--- src/hw/rtl/led_driver_chain_frame_serializer_macros.svh ---
// Assertion macros used by the frame serializer sequencer.
`ifndef LED_DRIVER_CHAIN_FRAME_SERIALIZER_MACROS_SVH
`define LED_DRIVER_CHAIN_FRAME_SERIALIZER_MACROS_SVH

// Same-cycle implication, switched off while reset is high.
`define LDCFS_ASSERT_IMP(name, clk, rst, ante, cons) \
  name: assert property (@(posedge clk) disable iff (rst) (ante) |-> (cons)) \
    else $error("ldcfs assertion failed");

// Next-cycle implication, switched off while reset is high.
`define LDCFS_ASSERT_NEXT(name, clk, rst, ante, cons) \
  name: assert property (@(posedge clk) disable iff (rst) (ante) |=> (cons)) \
    else $error("ldcfs assertion failed");

`endif

--- src/hw/rtl/ldcfs_pkg.sv ---
// Types, constants and helper functions of the LED driver chain frame serializer.
package ldcfs_pkg;

  localparam int MAX_CHIPS       = 8;
  localparam int DIGITS_PER_CHIP = 8;
  localparam int DEPTH           = MAX_CHIPS * DIGITS_PER_CHIP;
  localparam int CHIP_W          = (MAX_CHIPS > 1) ? $clog2(MAX_CHIPS) : 1;
  localparam int DIG_W           = $clog2(DIGITS_PER_CHIP);
  localparam int N_W             = $clog2(MAX_CHIPS + 1);
  localparam int ADDR_W          = $clog2(DEPTH);
  localparam int SUM_W           = DIG_W + N_W + 1;
  localparam int QUEUE_DEPTH     = 2;
  localparam int QP_W            = $clog2(QUEUE_DEPTH);
  localparam int QC_W            = $clog2(QUEUE_DEPTH + 1);

  // Input actions.
  localparam logic [1:0] ACT_STORE   = 2'd0;
  localparam logic [1:0] ACT_READ    = 2'd1;
  localparam logic [1:0] ACT_REFRESH = 2'd2;
  localparam logic [1:0] ACT_CONTROL = 2'd3;

  // Queued command codes.
  localparam logic [1:0] CMD_STORE   = 2'd0;
  localparam logic [1:0] CMD_READ    = 2'd1;
  localparam logic [1:0] CMD_REFRESH = 2'd2;
  localparam logic [1:0] CMD_CTRL    = 2'd3;

  // Control kinds.
  localparam logic [2:0] CK_DECODE    = 3'd0;
  localparam logic [2:0] CK_INTENSITY = 3'd1;
  localparam logic [2:0] CK_SCAN      = 3'd2;
  localparam logic [2:0] CK_SHUTDOWN  = 3'd3;
  localparam logic [2:0] CK_TEST      = 3'd4;

  // Driver register addresses.
  localparam logic [7:0] REG_DECODE    = 8'h09;
  localparam logic [7:0] REG_INTENSITY = 8'h0A;
  localparam logic [7:0] REG_SCAN      = 8'h0B;
  localparam logic [7:0] REG_SHUTDOWN  = 8'h0C;
  localparam logic [7:0] REG_TEST      = 8'h0F;

  localparam logic [7:0] INTENSITY_MAX = 8'd15;
  localparam logic [7:0] SCAN_MAX      = 8'd7;
  localparam logic [7:0] VAL_ONE       = 8'h01;

  typedef struct packed {
    logic [1:0] action;
    logic [3:0] device;
    logic [3:0] digit;
    logic [7:0] data;
    logic [2:0] control_kind;
  } in_item_t;

  typedef struct packed {
    logic [15:0] serial_word;
    logic        frame_end;
    logic [7:0]  read_data;
    logic        is_read_reply;
    logic        last;
  } out_item_t;

  typedef struct packed {
    logic [1:0]        op;
    logic [ADDR_W-1:0] addr;
    logic              in_range;
    logic [7:0]        reg_addr;
    logic [7:0]        value;
  } cmd_t;

  // Effective chain length: zero acts as one, large values saturate.
  function automatic logic [N_W-1:0] eff_chain(input logic [3:0] len);
    logic [N_W-1:0] n;
    if (len == 4'd0) begin
      n = N_W'(1);
    end else if (int'(len) > MAX_CHIPS) begin
      n = N_W'(MAX_CHIPS);
    end else begin
      n = N_W'(len);
    end
    return n;
  endfunction

  // Store layout: digit-major, one row of chain_n bytes per digit.
  function automatic logic [ADDR_W-1:0] store_addr(input logic [DIG_W-1:0]  dig,
                                                   input logic [N_W-1:0]    n,
                                                   input logic [CHIP_W-1:0] dev);
    logic [SUM_W-1:0] sum;
    sum = SUM_W'(dig) * SUM_W'(n) + SUM_W'(dev);
    return sum[ADDR_W-1:0];
  endfunction

endpackage

--- src/hw/rtl/ldcfs_ram.sv ---
// Generic single-port-write, registered-read RAM.
module ldcfs_ram #(
  parameter int WIDTH = 8,
  parameter int DEPTH = 64
) (
  input  logic                     clk,
  input  logic                     we,
  input  logic [$clog2(DEPTH)-1:0] waddr,
  input  logic [WIDTH-1:0]         wdata,
  input  logic [$clog2(DEPTH)-1:0] raddr,
  output logic [WIDTH-1:0]         rdata
);

  logic [WIDTH-1:0] mem [DEPTH];

  always_ff @(posedge clk) begin
    if (we) begin
      mem[waddr] <= wdata;
    end
    rdata <= mem[raddr];
  end

endmodule

--- src/hw/rtl/ldcfs_front.sv ---
// Front end: takes input transfers, classifies them and queues commands.
module ldcfs_front (
  input  ldcfs_pkg::in_item_t         item,
  input  logic                        item_valid,
  input  logic [ldcfs_pkg::N_W-1:0]   chain_n,
  input  logic                        q_full,
  output logic                        item_ready,
  output logic                        push,
  output ldcfs_pkg::cmd_t             cmd
);

  logic       dev_ok;
  logic       dig_ok;
  logic       keep;
  logic       kind_ok;
  logic [7:0] reg_addr;
  logic [7:0] value;

  assign dev_ok = 32'(item.device) < 32'(chain_n);
  assign dig_ok = 32'(item.digit) < ldcfs_pkg::DIGITS_PER_CHIP;

  always_comb begin
    kind_ok  = 1'b1;
    reg_addr = ldcfs_pkg::REG_DECODE;
    value    = item.data;
    unique case (item.control_kind)
      ldcfs_pkg::CK_DECODE: begin
        reg_addr = ldcfs_pkg::REG_DECODE;
        value    = item.data;
      end
      ldcfs_pkg::CK_INTENSITY: begin
        reg_addr = ldcfs_pkg::REG_INTENSITY;
        value    = (item.data > ldcfs_pkg::INTENSITY_MAX) ? ldcfs_pkg::INTENSITY_MAX
                                                          : item.data;
      end
      ldcfs_pkg::CK_SCAN: begin
        reg_addr = ldcfs_pkg::REG_SCAN;
        value    = (item.data > ldcfs_pkg::SCAN_MAX) ? ldcfs_pkg::SCAN_MAX : item.data;
      end
      ldcfs_pkg::CK_SHUTDOWN: begin
        // The shutdown register is active low on the driver.
        reg_addr = ldcfs_pkg::REG_SHUTDOWN;
        value    = (item.data != 8'd0) ? 8'd0 : ldcfs_pkg::VAL_ONE;
      end
      ldcfs_pkg::CK_TEST: begin
        reg_addr = ldcfs_pkg::REG_TEST;
        value    = (item.data != 8'd0) ? ldcfs_pkg::VAL_ONE : 8'd0;
      end
      default: begin
        kind_ok = 1'b0;
      end
    endcase
  end

  always_comb begin
    cmd          = '0;
    cmd.addr     = ldcfs_pkg::store_addr(item.digit[ldcfs_pkg::DIG_W-1:0], chain_n,
                                         item.device[ldcfs_pkg::CHIP_W-1:0]);
    cmd.in_range = dev_ok && dig_ok;
    cmd.reg_addr = reg_addr;
    cmd.value    = item.data;
    keep         = 1'b1;
    unique case (item.action)
      ldcfs_pkg::ACT_STORE: begin
        cmd.op = ldcfs_pkg::CMD_STORE;
        keep   = dev_ok && dig_ok;
      end
      ldcfs_pkg::ACT_READ: begin
        cmd.op = ldcfs_pkg::CMD_READ;
      end
      ldcfs_pkg::ACT_REFRESH: begin
        cmd.op = ldcfs_pkg::CMD_REFRESH;
      end
      ldcfs_pkg::ACT_CONTROL: begin
        cmd.op    = ldcfs_pkg::CMD_CTRL;
        cmd.value = value;
        keep      = kind_ok;
      end
      default: begin
        cmd.op = ldcfs_pkg::CMD_READ;
      end
    endcase
  end

  // Items that cause nothing are still taken, they just never reach the queue.
  assign item_ready = !q_full;
  assign push       = item_valid && !q_full && keep;

endmodule

--- src/hw/rtl/ldcfs_cmd_fifo.sv ---
// Short command queue between the front end and the sequencer.
module ldcfs_cmd_fifo (
  input  logic            clk,
  input  logic            rst,
  input  logic            push,
  input  ldcfs_pkg::cmd_t cmd_in,
  input  logic            pop,
  output ldcfs_pkg::cmd_t head,
  output logic            full,
  output logic            empty
);

  ldcfs_pkg::cmd_t                 slots [ldcfs_pkg::QUEUE_DEPTH];
  logic [ldcfs_pkg::QP_W-1:0]      wr_ptr;
  logic [ldcfs_pkg::QP_W-1:0]      rd_ptr;
  logic [ldcfs_pkg::QC_W-1:0]      count;

  assign full  = count == ldcfs_pkg::QC_W'(ldcfs_pkg::QUEUE_DEPTH);
  assign empty = count == '0;
  assign head  = slots[rd_ptr];

  always_ff @(posedge clk) begin
    if (rst) begin
      wr_ptr <= '0;
      rd_ptr <= '0;
      count  <= '0;
    end else begin
      if (push) begin
        wr_ptr <= wr_ptr + 1'b1;
      end
      if (pop) begin
        rd_ptr <= rd_ptr + 1'b1;
      end
      if (push && !pop) begin
        count <= count + 1'b1;
      end else if (pop && !push) begin
        count <= count - 1'b1;
      end
    end
  end

  always_ff @(posedge clk) begin
    if (push) begin
      slots[wr_ptr] <= cmd_in;
    end
  end

endmodule

--- src/hw/rtl/ldcfs_back.sv ---
// Sequencer: runs queued commands against the frame store and drives the output register.
`include "led_driver_chain_frame_serializer_macros.svh"

module ldcfs_back (
  input  logic                        clk,
  input  logic                        rst,
  input  logic [ldcfs_pkg::N_W-1:0]   chain_n,
  input  logic                        q_empty,
  input  ldcfs_pkg::cmd_t             head,
  output logic                        pop,
  input  logic                        out_ready,
  output logic                        out_valid,
  output ldcfs_pkg::out_item_t        out_item
);

  localparam logic [1:0] ST_IDLE = 2'd0;
  localparam logic [1:0] ST_READ = 2'd1;
  localparam logic [1:0] ST_REFR = 2'd2;
  localparam logic [1:0] ST_CTRL = 2'd3;

  logic [1:0]                       state;
  logic [1:0]                       state_next;
  logic [ldcfs_pkg::DIG_W-1:0]      dig;
  logic [ldcfs_pkg::DIG_W-1:0]      dig_next;
  logic [ldcfs_pkg::CHIP_W-1:0]     dev;
  logic [ldcfs_pkg::CHIP_W-1:0]     dev_next;
  logic [ldcfs_pkg::CHIP_W-1:0]     last_chip;
  logic [ldcfs_pkg::N_W-1:0]        n_minus_one;
  logic [ldcfs_pkg::ADDR_W-1:0]     rd_addr;
  logic                             rd_ok;
  logic [15:0]                      ctrl_word;
  logic [ldcfs_pkg::DEPTH-1:0]      written;
  logic                             hit;
  logic [ldcfs_pkg::ADDR_W-1:0]     raddr;
  logic [7:0]                       rdata;
  logic [7:0]                       stored;
  logic                             we;
  logic                             load;
  logic                             out_free;
  logic                             frame_last;
  ldcfs_pkg::out_item_t             out_next;

  ldcfs_ram #(
    .WIDTH (8),
    .DEPTH (ldcfs_pkg::DEPTH)
  ) u_store (
    .clk   (clk),
    .we    (we),
    .waddr (head.addr),
    .wdata (head.value),
    .raddr (raddr),
    .rdata (rdata)
  );

  assign n_minus_one = chain_n - ldcfs_pkg::N_W'(1);
  assign last_chip   = n_minus_one[ldcfs_pkg::CHIP_W-1:0];
  assign out_free    = !out_valid || out_ready;
  // Entries never written since reset read as zero.
  assign stored      = hit ? rdata : 8'd0;
  assign frame_last  = (dev == '0) && (dig == ldcfs_pkg::DIG_W'(ldcfs_pkg::DIGITS_PER_CHIP - 1));

  always_comb begin
    state_next = state;
    dig_next   = dig;
    dev_next   = dev;
    pop        = 1'b0;
    we         = 1'b0;
    load       = 1'b0;
    out_next   = '0;
    unique case (state)
      ST_IDLE: begin
        if (!q_empty) begin
          pop = 1'b1;
          unique case (head.op)
            ldcfs_pkg::CMD_STORE: begin
              we = 1'b1;
            end
            ldcfs_pkg::CMD_READ: begin
              state_next = ST_READ;
            end
            ldcfs_pkg::CMD_REFRESH: begin
              state_next = ST_REFR;
              dig_next   = '0;
              dev_next   = last_chip;
            end
            ldcfs_pkg::CMD_CTRL: begin
              state_next = ST_CTRL;
              dev_next   = last_chip;
            end
            default: begin
              state_next = ST_IDLE;
            end
          endcase
        end
      end
      ST_READ: begin
        if (out_free) begin
          load                   = 1'b1;
          out_next.read_data     = rd_ok ? stored : 8'd0;
          out_next.is_read_reply = 1'b1;
          out_next.last          = 1'b1;
          state_next             = ST_IDLE;
        end
      end
      ST_REFR: begin
        if (out_free) begin
          load                 = 1'b1;
          out_next.serial_word = {8'(dig) + 8'd1, stored};
          out_next.frame_end   = dev == '0;
          out_next.last        = frame_last;
          if (dev == '0) begin
            if (frame_last) begin
              state_next = ST_IDLE;
            end
            dig_next = dig + 1'b1;
            dev_next = last_chip;
          end else begin
            dev_next = dev - 1'b1;
          end
        end
      end
      ST_CTRL: begin
        if (out_free) begin
          load                 = 1'b1;
          out_next.serial_word = ctrl_word;
          out_next.frame_end   = dev == '0;
          out_next.last        = dev == '0;
          if (dev == '0) begin
            state_next = ST_IDLE;
          end else begin
            dev_next = dev - 1'b1;
          end
        end
      end
      default: begin
        state_next = ST_IDLE;
      end
    endcase
  end

  // The read address follows the next word, so the registered data lines up with it.
  always_comb begin
    if (state == ST_IDLE && pop && head.op == ldcfs_pkg::CMD_READ) begin
      raddr = head.addr;
    end else if (state == ST_READ) begin
      raddr = rd_addr;
    end else begin
      raddr = ldcfs_pkg::store_addr(dig_next, chain_n, dev_next);
    end
  end

  always_ff @(posedge clk) begin
    if (rst) begin
      state     <= ST_IDLE;
      out_valid <= 1'b0;
      written   <= '0;
    end else begin
      state <= state_next;
      if (load) begin
        out_valid <= 1'b1;
      end else if (out_ready) begin
        out_valid <= 1'b0;
      end
      if (we) begin
        written[head.addr] <= 1'b1;
      end
    end
  end

  always_ff @(posedge clk) begin
    dig <= dig_next;
    dev <= dev_next;
    hit <= written[raddr];
    if (load) begin
      out_item <= out_next;
    end
    if (pop && head.op == ldcfs_pkg::CMD_READ) begin
      rd_addr <= head.addr;
      rd_ok   <= head.in_range;
    end
    if (pop && head.op == ldcfs_pkg::CMD_CTRL) begin
      ctrl_word <= {head.reg_addr, head.value};
    end
  end

  `LDCFS_ASSERT_IMP(a_pop_only_idle, clk, rst, pop, (state == ST_IDLE) && !q_empty)
  `LDCFS_ASSERT_NEXT(a_refresh_holds, clk, rst, (state == ST_REFR) && !out_free, $stable(dig) && $stable(dev))
  `LDCFS_ASSERT_IMP(a_reply_shape, clk, rst, out_valid && out_item.is_read_reply, out_item.last && !out_item.frame_end && (out_item.serial_word == 16'd0))
  `LDCFS_ASSERT_IMP(a_last_to_idle, clk, rst, load && out_next.last, state_next == ST_IDLE)

endmodule

--- src/hw/rtl/led_driver_chain_frame_serializer.sv ---
// Top level of the LED driver chain frame serializer.
// Usage:
//   Input items arrive on in_valid/in_ready with the payload in in_item; result
//   words leave on out_valid/out_ready in out_item. cfg_wen with cfg_wdata sets
//   the chain length (0 acts as 1, above eight acts as eight).
//   A store gives no result and is written into the frame store when the
//   sequencer, while idle, takes it from the command queue. A read gives one reply.
//   A refresh gives 8*n words, one per cycle while the receiver takes them;
//   a control write gives n identical words the same way. The single read
//   port of the frame store sets the pace of one word a cycle, and the
//   sequencer takes no other command until the last word is loaded.
//   A two-entry command queue keeps taking items while the sequencer is busy;
//   in_ready drops only when that queue is full.
//   When the receiver stalls, the current word holds in the output register
//   and the sequencer waits with it.
//   Reset empties the queue and makes every frame store byte read as zero at
//   once; the chain length returns to one.
module led_driver_chain_frame_serializer (
  input  logic                 clk,
  input  logic                 rst,
  input  logic                 in_valid,
  output logic                 in_ready,
  input  ldcfs_pkg::in_item_t  in_item,
  output logic                 out_valid,
  input  logic                 out_ready,
  output ldcfs_pkg::out_item_t out_item,
  input  logic                 cfg_wen,
  input  logic [3:0]           cfg_wdata
);

  logic [3:0]                    chain_length;
  logic [ldcfs_pkg::N_W-1:0]     chain_n;
  logic                          push;
  logic                          pop;
  logic                          q_full;
  logic                          q_empty;
  ldcfs_pkg::cmd_t               cmd;
  ldcfs_pkg::cmd_t               head;

  always_ff @(posedge clk) begin
    if (rst) begin
      chain_length <= 4'd1;
    end else if (cfg_wen) begin
      chain_length <= cfg_wdata;
    end
  end

  assign chain_n = ldcfs_pkg::eff_chain(chain_length);

  ldcfs_front u_front (
    .item       (in_item),
    .item_valid (in_valid),
    .chain_n    (chain_n),
    .q_full     (q_full),
    .item_ready (in_ready),
    .push       (push),
    .cmd        (cmd)
  );

  ldcfs_cmd_fifo u_queue (
    .clk    (clk),
    .rst    (rst),
    .push   (push),
    .cmd_in (cmd),
    .pop    (pop),
    .head   (head),
    .full   (q_full),
    .empty  (q_empty)
  );

  ldcfs_back u_back (
    .clk       (clk),
    .rst       (rst),
    .chain_n   (chain_n),
    .q_empty   (q_empty),
    .head      (head),
    .pop       (pop),
    .out_ready (out_ready),
    .out_valid (out_valid),
    .out_item  (out_item)
  );

endmodule
--- config.mk ---
export PLATFORM = sky130hd
export DESIGN_NAME = led_driver_chain_frame_serializer
export DESIGN_NICKNAME = d
export VERILOG_FILES = /design/src/hw/rtl/ldcfs_pkg.sv /design/src/hw/rtl/ldcfs_ram.sv /design/src/hw/rtl/ldcfs_front.sv /design/src/hw/rtl/ldcfs_cmd_fifo.sv /design/src/hw/rtl/ldcfs_back.sv /design/src/hw/rtl/led_driver_chain_frame_serializer.sv
export VERILOG_INCLUDE_DIRS = /design/src /design/src/hw/rtl
export SDC_FILE = /design/constraint.sdc
export NUM_CORES = 1
export LEC_CHECK = 0
export BUFFER_PORTS_ARGS = -buffer_cell sky130_fd_sc_hd__buf_2
export CAP_MARGIN = 20
export CELL_PAD_IN_SITES_DETAIL_PLACEMENT = 0
export CELL_PAD_IN_SITES_GLOBAL_PLACEMENT = 2
export CORE_ASPECT_RATIO = 1.1
export CORE_MARGIN = 3
export CORE_UTILIZATION = 51
export DETAILED_ROUTE_END_ITERATION = 12
export PLACE_DENSITY = 0.95
export SYNTH_ARGS = -nofsm -noshare
export SYNTH_HDL_FRONTEND = slang
export SYNTH_HIERARCHICAL = 1
export SYNTH_SLANG_ARGS = --single-unit
--- constraint.sdc ---
create_clock -name clk -period 12.85 [get_ports clk]
set_clock_uncertainty 0.1 [all_clocks]
set_input_delay 1.285 -clock clk [delete_from_list [all_inputs] [get_ports clk]]
set_output_delay 1.285 -clock clk [all_outputs]
set_load 0.01 [all_outputs]
### Word-level counts from Yosys, hierarchy flattened

Memories as Yosys holds them, arrays and structs flattened. A register that Yosys moved wholly into a read port is not among the register bits.
Index checks and enable logic that the tools add are counted.

* $lt $le $gt $ge: 8
* $mul: 2
* reductions and logical operators: 31
* eq/ne operators: 23
* shift operators: 0
* mux-type cells: 64
* bitwise gates (word level): 1
* add/subtract/negate cells: 10
* div/mod/pow operators: 0

Operator list (number)
* OR 64 bit: 1
* 2-to-1 mux 17 bit: 2
* one-hot mux 17 bit (2 select lines): 1
* 2-to-1 mux 8 bit: 4
* one-hot mux 8 bit (4 select lines): 1
* 2-to-1 mux 3 bit: 10
* 2-to-1 mux 1 bit: 22
* 2-to-1 mux 2 bit: 10
* one-hot mux 2 bit (4 select lines): 2
* == test 2 bit (second input constant): 7
* less-than comparator 6 x 7 -> 1 bit (second input constant): 2
* adder 6 x 3 -> 6 bit: 2
* multiplier 3 x 4 -> 6 bit: 2
* 2-to-1 mux 6 bit: 2
* != test 2 x 1 -> 1 bit (second input constant): 6
* one-hot mux 3 bit (4 select lines): 1
* logical AND 1 bit: 11
* one-hot mux 3 bit (3 select lines): 1
* > comparator 8 x 3 -> 1 bit (second input constant): 1
* > comparator 8 x 4 -> 1 bit (second input constant): 1
* logical NOT 2 bit: 4
* 2-to-1 mux 4 bit: 2
* AND reduction 8 bit: 1
* nonzero test 8 bit: 1
* 31 further kinds: 42

* bits in read-only memories: 0
* bits in writable memories: 552
* memories: 2
* latch bits: 0
* register bits: 132

Memories
* u_back.u_store.mem: depth 64, bits a word 8, rd ports 1, clocked after memory_dff 1, wr ports 1, RTL line ldcfs_ram.sv:14 `logic [WIDTH-1:0] mem [DEPTH];`
* u_queue.slots: depth 2, bits a word 20, rd ports 1, clocked after memory_dff 1, wr ports 1, RTL line ldcfs_cmd_fifo.sv:13 `ldcfs_pkg::cmd_t slots [ldcfs_pkg::QUEUE_DEPTH];`

### Longest topological paths before layout

Gate-level depths: netlist of the first run.

* word-level depth: 12
* gate-level depth with buffers: 25
* mapped depth without buffers: 23

### Hierarchy

The synthesis of the first run kept the hierarchy.

By module, submodules not included
* ldcfs_ram: seq. area each 15534.9 µm², area an instance 20166.8 µm², cells each 940, instances 1
* ldcfs_back: seq. area each 2982.9 µm², area an instance 5575.3 µm², cells each 581, instances 1
* ldcfs_cmd_fifo: seq. area each 1601.5 µm², area an instance 2010.7 µm², cells each 100, instances 1
* ldcfs_front: seq. area each 0.0 µm², area an instance 850.8 µm², cells each 113, instances 1
* led_driver_chain_frame_serializer: seq. area each 80.1 µm², area an instance 177.7 µm², cells each 18, instances 1

### Least setup slack after synthesis of the first run

OpenSTA, ideal clock, no wires.

* path type: input port to flip-flop
* start point: in out_ready
* end point: reg u_back.u_store.rdata[3] (read register of u_back.u_store.mem)
* data arrival time: 5.692 ns
* stages: 20
* setup slack: 6.920 ns
* required time: 12.612 ns
* cell sequence: nand2b_1 clkbuf_1 a31oi_1 nor2_1 o2bb2ai_1 nand2_1 fa_1 inv_1 fa_1 fa_1 mux2_2 mux2i_1 inv_1 buf_2 buf_4 clkbuf_1 buf_2 mux4_2 o21ai_1 o41ai_1

* word-level cells in the longest chain between the ends: 7
* elaborated cells on any way between the ends: 10

Ends and longest elaborated chain
* start, declared: RTL line led_driver_chain_frame_serializer.sv:25 `input logic out_ready,`
* logical OR 1 bit: RTL line ldcfs_back.sv:57 `assign out_free = !out_valid || out_ready;`
* 2-to-1 mux 3 bit: RTL line ldcfs_back.sv:106 `if (out_free) begin`
* one-hot mux 3 bit (2 select lines): RTL line ldcfs_back.sv:70 `unique case (state)`
* named net u_back.dig_next, one bit: RTL line ldcfs_back.sv:24 `logic [ldcfs_pkg::DIG_W-1:0] dig_next;`
* multiplier 3 x 4 -> 6 bit: RTL line ldcfs_pkg.sv:88 `sum = SUM_W'(dig) * SUM_W'(n) + SUM_W'(dev);`
* adder 6 x 3 -> 6 bit: RTL line ldcfs_pkg.sv:88
* 2-to-1 mux 6 bit: RTL line ldcfs_back.sv:145 `end else if (state == ST_READ) begin`
* 2-to-1 mux 6 bit: RTL line ldcfs_back.sv:143 `if (state == ST_IDLE && pop && head.op == ldcfs_pkg::CMD_READ) begin`
* named net u_back.raddr, one bit: RTL line ldcfs_back.sv:34 `logic [ldcfs_pkg::ADDR_W-1:0] raddr;`
* end, declared: RTL line ldcfs_ram.sv:11 `output logic [WIDTH-1:0] rdata`

The timed path passes the listed nets, and every way through them passes these cells.
A chain may end at the register's enable or synchronous reset.

==> flow_summary.yaml, run 1 <==
pwr:
  p_seq_frac: 0.323
  sw_frac_of_total: 0.362
  power.clock.fraction: 0.230
  power_report.internal_total_w: 0.00553
  switchingPower_w: 0.00314
  comb_power_share: 0.448
  power.ir.vdd_worst_mv: 0.307
  power.total_w: 0.00868
  power_per_cell_area_nw_per_um2: 271
  p_leak_nw: 10.5
setup_path:
  worstSetupEndpointType: "register"
  critPathLaunchType: "register"
  number_of_buffers_and_inverters_on_the_critical_path: 4
  critPathKind: "reg -> reg"
  worst-endpoint-arrival_ns: 7.52
  worst_path_max_delay_cell: "inv_2"
  worstPathRequired_ns: 13.20
  cpLargestDelayFamily: "buffers and inverters"
  cp_slowest_stage_delay_ns: 0.77
  crit_path_max_fanout: 44
  path_cells: "buf_4 -> mux2_2 -> nor4b_1 -> a31oi_1 -> o21ai_0 -> nand2_1 -> nand2_1 -> fa_1 -> inv_1 -> fa_1 -> fa_1 -> mux2_2 -> mux2i_1 -> inv_2 -> buf_4 -> mux4_2 -> mux2_2 -> o221a_2 -> nor3_1 -> o32ai_1"
yosys:
  predominant_post_synthesis_flop_cell: "edfxtp_1"
  post_synth_main_area_contributors: "edfxtp_1 (64%), mux4_2 (10%), dfxtp_1 (6.3%), nor2_1 (2.8%), a21oi_1 (1.9%)"
  synthesis.instances: 1752
  yosysTopAreaCell: "edfxtp_1"
  syn-mean-instance-area_sq_um: 16.4
  synth_largest_type_area_fraction: 0.639
  synth_async_reset_ratio: 0
  yosysWarnings: 6
  yosys_register_bits: 703
  synth_cell_types: 73
  ys_top_cells_by_count: "edfxtp_1 (612), nor2_1 (218), mux4_2 (130)"
  cell_area_after_synthesis_sq_um: 28800
  post-synth-top-count-cell: "edfxtp_1"
  synth_seq_area_share: 0.702
  synth_edf_count: 612
global_routing:
  grt_pass1_wl_mm: 99.4
  gr-total-overflow: 0
  grt_antenna_before_repair: 1
  first_global_vias: 16100
  groute.usage.overall: 0.224
  grt_max_degree: 81
place:
  dp.cells: 2478
  placement.cell_area_sq_um: 29700
  total_of_buffers_placed_on_input_and_output_ports: 58
  place.detailed.hpwl_mm: 39.8
  gp_congestion: 0.889
floorplanning:
  initial_utilization: 0.521
  fp.dieW_um: 233
  floorplan.rows: 90
  dieArea_sq_um: 59300
  chipHeight_um: 255
  pin_count: 59
  core_region_area_sq_um: 55300
clock_network:
  cts_tree: "yes"
  cts-buffers-inserted: 72
  post-cts-setup-buffers: 0
  cts_htree_levels: 3
  cts.reportedPaths.clkPinSlew_ns: 0.06
  post_cts_resized: 0
  post_cts_hold_buffer_count: 0
  cts_root_buf: "clkbuf_16"
  clock_latency_on_the_worst_skew_pair_ns: 0.60
  max-clock-path-buffers: 3
  cts.sinks: 703
final_layout:
  multi_input_logic_area_sq_um: 7990
  area_growth_pct: 11.2
  fill_cells: 4094
  regArea_sq_um: 20200
  final-instance-count-excl-fill: 2611
  finalInstanceArea_sq_um: 32000
  drive_gt1_frac: 0.198
  nNetsFinal: 1891
  antenna_cells_inserted: 0
sta:
  maxClockFrequency_mhz: 140
  period_utilization_post_route: 0.558
  timing_max_transition_violations_final: 0
  grt_setup_unrepaired: "false"
  finalWorstPathRequiredPeriod_ns: 7.17
  tightestPinTransition_ns: 1.10
  timing.slew.headroom: 0.250
  setup_viol: 0
  timing.final.hold_violations: 0
  finalSetupTns_ns: 0
drt:
  first_iter_violations: 1596
  detail_route.drc_violations: 0
  drt-vias-per-instance: 6.08
  routed_wirelength_mm: 65.0
  num_vias: 15900
  first_pass_iteration_count_of_the_detailed_router: 5
  detail-route-antenna-nets: 0
  dr_wl_cell_um: 24.9
worst_hold_path:
  hold_class: "reg -> reg"
flow_run:
  drv.max_cap_violation_count: 0
run_status:
  outcome: "finished clean"
-- metrics by stage --
stage	utilization	hold WS, ns	setup slack (ns)
6_report	0.579	0.366	5.68
5_1_grt	0.579	0.384	5.34
4_1_cts	0.578	0.369	5.73
3_5_place_dp	0.537	0.356	5.33
3_3_place_gp	0.536	0.341	5.49
2_1_floorplan	-	0.331	6.92
-- cell type report --
class                      instances  area share
clock buffer                      94      0.0612
multi-input combinational        933       0.250
timing repair buffer              84      0.0167
sequential                       703       0.631
clock inverter                    36     0.00923
tap                              736      0.0288
inverter                          25     0.00325
-- sequential cells by signal, indices dropped and copies added (netlist names), 3 cells and up, named ones only --
signal / count
u_back/out_item: 27
u_back/written: 64
u_back/u_store/mem: 512
u_back/u_store/rdata: 8
chain_length: 4
u_back/ctrl_word: 16
u_queue/slots: 50
u_back/rd_addr: 6
u_back/dev: 3
u_back/dig: 3
-- worst reg2reg max path, stage by stage (launching register included) --
cell and delay (ns):
dfxtp_1 0.31, buf_4 0.33, mux2_2 0.46, nor4b_1 0.44
a31oi_1 0.12, o21ai_0 0.29, nand2_1 0.16, nand2_1 0.12
fa_1 0.40, inv_1 0.09, fa_1 0.48, fa_1 0.57
mux2_2 0.18, mux2i_1 0.21, inv_2 0.77, buf_4 0.71
mux4_2 0.43, mux2_2 0.28, o221a_2 0.27, nor3_1 0.18
o32ai_1 0.11
-- power by group through the flow --
stage	Combinational (W)	Clock (W)	Sequential [W]
final	0.00388	0.00199	0.00280
after global routing	0.00416	0.00212	0.00281
after CTS	0.00388	0.00203	0.00280
after detailed placement	0.00386	0	0.00284
after global placement	0.00380	0	0.00284
after floorplan	0.00293	0	0.00282
-- layout by cell type (no fill, tap or decap), types with 5 or more instances in the layout --
cell type,count
nor2_1,217
nor3_1,14
o221ai_1,8
and3_1,5
mux4_2,130
and2_1,19
fa_1,8
dfxtp_1,91
nand3b_1,5
a22oi_1,11
clkinv_2,6
o21ai_0,19
ha_1,34
nand2_1,79
xnor2_1,8
a31oi_1,6
xor2_1,7
buf_4,21
nand3_1,17
a21oi_1,111
mux2i_1,39
nor2b_1,24
clkbuf_1,17
inv_1,21
nand2b_1,18
o22ai_1,10
conb_1,5
edfxtp_1,612
mux2_2,41
buf_2,59
a221oi_1,11
a21o_1,6
a211oi_1,7
clkbuf_16,74
clkinv_1,18
-- path summary, 6_finish.rpt --
kind	startpoint	end	slack, ns	depth (start not counted)
min reg2reg	u_back/written[22]	u_back/written[22]	0.37	2
max reg2reg	register	u_back/u_store/rdata[6]	5.68	20
max	register	u_back/u_store/rdata[6]	5.68	20
min	u_back/written[22]	u_back/written[22]	0.37	2
-- cell families (layout without fill, tap and decap cells) --
logic type	Yosys count	count (layout)	synth area share
flops	703	703	0.702
simple gates	429	429	0.0686
compound gates	230	230	0.0500
mux	212	212	0.133
buf+inv	119	239	0.0218
fa+ha+maj	42	42	0.0203
xor+xnor	15	15	0.00456
other cells	2	5	0.000261
-- layer usage --
layer  global-route usage  vias up  share of wire
met5                    0        -              0
met4               0.0855        0          0.031
met3               0.0459      124          0.081
met2                0.363      712           0.49
met1                0.303     8135           0.40
li1                     -     6915              -
No activity file was read; power rests on OpenSTA's default activity.
==> inputs of run 2 (changes only) <==
- ABC_AREA: default -> 1
- CORE_UTILIZATION: 51 -> 42
- PLACE_DENSITY: 0.95 -> 0.9
- clock period: 12.85 -> 7.4 ns (I/O delays scaled with it)
==> run 2 against run 1 <==
Compared with the run above: worst hold slack got worse by 0.093 ns; fmax increased by 23%; critical path depth increased by 2; utilization decreased by 11 points; via count increased by 32%.
==> flow_summary.yaml, run 2 <==
setup_path:
  number_of_buffers_and_inverters_on_the_critical_path: 4
  worst_path_most_repeated_cell: "nand2_1"
  cp_slowest_stage_delay_ns: 0.78
  crit_path_max_fanout: 32
  cpLargestDelayFamily: "adder cells"
  critPathLaunchType: "register"
  worstPathRequired_ns: 7.85
  worst_path_max_delay_cell: "inv_1"
  worstSetupEndpointType: "register"
  path_cells: "mux2_4 -> inv_1 -> nor2_1 -> nand3_1 -> nand2_1 -> a221oi_1 -> nand2_1 -> fa_1 -> inv_1 -> fa_1 -> fa_1 -> nor2_1 -> o21ai_0 -> o21ai_1 -> nand2_1 -> o21ai_1 -> inv_1 -> inv_1 -> nand2_1 -> nand3_1 -> nand3_1 -> nand2_1"
  critPathKind: "reg -> reg"
  worst-endpoint-arrival_ns: 6.30
clock_network:
  cts_htree_levels: 3
  post_cts_hold_buffer_count: 0
  cts_root_buf: "clkbuf_16"
  cts_tree: "yes"
  clock_latency_on_the_worst_skew_pair_ns: 0.60
  cts.sinks: 703
  post-cts-setup-buffers: 0
  max-clock-path-buffers: 3
  cts.reportedPaths.clkPinSlew_ns: 0.06
  cts-buffers-inserted: 71
  post_cts_resized: 0
floorplanning:
  dieArea_sq_um: 76500
  chipHeight_um: 290
  fp.dieW_um: 264
  initial_utilization: 0.426
  pin_count: 59
  core_region_area_sq_um: 72200
  floorplan.rows: 103
drt:
  drt-vias-per-instance: 5.39
  first_pass_iteration_count_of_the_detailed_router: 6
  dr_wl_cell_um: 20.7
  first_iter_violations: 1912
  detail_route.drc_violations: 0
  num_vias: 20900
  detail-route-antenna-nets: 0
  routed_wirelength_mm: 80.4
yosys:
  yosysTopAreaCell: "edfxtp_1"
  syn-mean-instance-area_sq_um: 10.7
  predominant_post_synthesis_flop_cell: "edfxtp_1"
  post_synth_main_area_contributors: "edfxtp_1 (60%), nand2_1 (11%), nand3_1 (8.7%), dfxtp_1 (5.9%), inv_1 (2.0%)"
  post-synth-top-count-cell: "nand2_1"
  yosysWarnings: 6
  synth_largest_type_area_fraction: 0.597
  synth_edf_count: 612
  synth_async_reset_ratio: 0
  cell_area_after_synthesis_sq_um: 30800
  synth_cell_types: 49
  ys_top_cells_by_count: "nand2_1 (872), edfxtp_1 (612), nand3_1 (533)"
  synthesis.instances: 2863
  synth_seq_area_share: 0.657
  yosys_register_bits: 703
final_layout:
  highest_count_cells_in_the_layout_ignoring_fill_and_taps: "nand2_1 (872), edfxtp_1 (612), nand3_1 (533), inv_1 (165), nor2_1 (137)"
  antenna_cells_inserted: 0
  nNetsFinal: 2950
  layout_commonest_cell: "nand2_1"
  area_growth_pct: 10.1
  regMostFlops: "u_back/u_store/mem"
  layout_top_registers: "u_back/u_store/mem: 512 flops, u_back/written: 64 flops, u_queue/slots: 50 flops"
  largest_reg_flops: 512
  drive_gt1_frac: 0.0921
sta:
  tightestPinTransition_ns: 1.11
  period_utilization_post_route: 0.790
  setup_viol: 0
  timing.final.hold_violations: 0
  timing_max_transition_violations_final: 0
  timing.slew.headroom: 0.255
  maxClockFrequency_mhz: 171
  finalSetupTns_ns: 0
  finalWorstPathRequiredPeriod_ns: 5.84
  grt_setup_unrepaired: "false"
global_routing:
  groute.usage.overall: 0.207
  grt_antenna_before_repair: 0
  first_global_vias: 20300
  gr-total-overflow: 0
  grt_max_degree: 158
  grt_pass1_wl_mm: 123
worst_hold_path:
  hold_class: "in -> reg"
run_status:
  outcome: "finished clean"
place:
  gp_congestion: 0.856
  total_of_buffers_placed_on_input_and_output_ports: 58
  place.detailed.hpwl_mm: 48.3
flow_run:
  drv.max_cap_violation_count: 0
==> run 2: cell count changes in the layout (fill, tap and decap cells not counted), moves of 21 or more <==
cell     delta
nand4_1    +21
nand2_1   +793
mux2_2     -36
inv_1     +144
nor2_1     -80
a21oi_1    -30
mux4_2    -130
nor2b_1    -24
mux2i_1    -39
nand3_1   +516
==> run 2: final timing paths <==
path / endpoint / cells after the start / slack [ns] / startpoint
min reg2reg: u_back/written[8] / 2 / 0.36 / u_back/written[8]
max reg2reg: u_back/u_store/rdata[7] / 22 / 1.56 / register
max: u_back/u_store/rdata[7] / 22 / 1.56 / register
min: chain_length[2] / 3 / 0.27 / cfg_wdata[2]
==> run 2: final cells by class <==
cell class                      count  area (sq um)
Fill cell                        6578         38300
Sequential cell                   703         20200
Multi-Input combinational cell   1830          8860
Clock buffer                       98          2000
Tap cell                          945          1180
Inverter                          182           696
Timing Repair Buffer               90           581
Clock inverter                     30           349
==> run 2: metal layers <==
layer	share of wire	routed length, um	global-route usage
met5	0	0	0
met4	0.028	2230	0.0689
met3	0.063	5090	0.0318
met2	0.48	38800	0.342
met1	0.43	34300	0.280
==> run 2: per-stage QoR <==
step	std cells	util	area, sq um	hold WS (ns)	setup slack (ns)
4_1_cts	3878	0.469	33900	0.232	1.60
3_3_place_gp	3750	0.437	31500	0.343	1.33
2_1_floorplan	2866	-	30800	0.336	2.69
6_report	3878	0.469	33900	0.273	1.56
3_5_place_dp	3750	0.437	31500	0.347	1.27
5_1_grt	3878	0.469	33900	0.257	1.02
==> run 2: worst register-to-register path, stage by stage, from the launching register on <==
cell and delay [ns]:
dfxtp_1 0.74, mux2_4 0.37, inv_1 0.06, nor2_1 0.07, nand3_1 0.17, nand2_1 0.06
a221oi_1 0.38, nand2_1 0.14, fa_1 0.53, inv_1 0.05, fa_1 0.50, fa_1 0.49
nor2_1 0.11, o21ai_0 0.09, o21ai_1 0.10, nand2_1 0.06, o21ai_1 0.36, inv_1 0.13
inv_1 0.78, nand2_1 0.14, nand3_1 0.12, nand3_1 0.14, nand2_1 0.09
==> run 2: logic make-up (layout without fill, tap and decap cells) <==
| group | count (synthesis) | count (layout) | share of synthesized area |
|---|---|---|---|
| AOI/OAI and AO/OA | 125 | 125 | 0.0228 |
| xor gates and xnor gates | 8 | 8 | 0.00252 |
| adders and majority gates | 42 | 42 | 0.0190 |
| buffers and inverters | 333 | 400 | 0.0568 |
| DFF | 703 | 703 | 0.657 |
| muxes | 25 | 25 | 0.0116 |
| other | 2 | 5 | 0.000244 |
| and+or+nand+nor | 1625 | 1625 | 0.231 |
Power of run 2 is left out: the tool's default activity adds up to more than one toggle a clock period on the data nets, which glitch-free logic cannot reach.
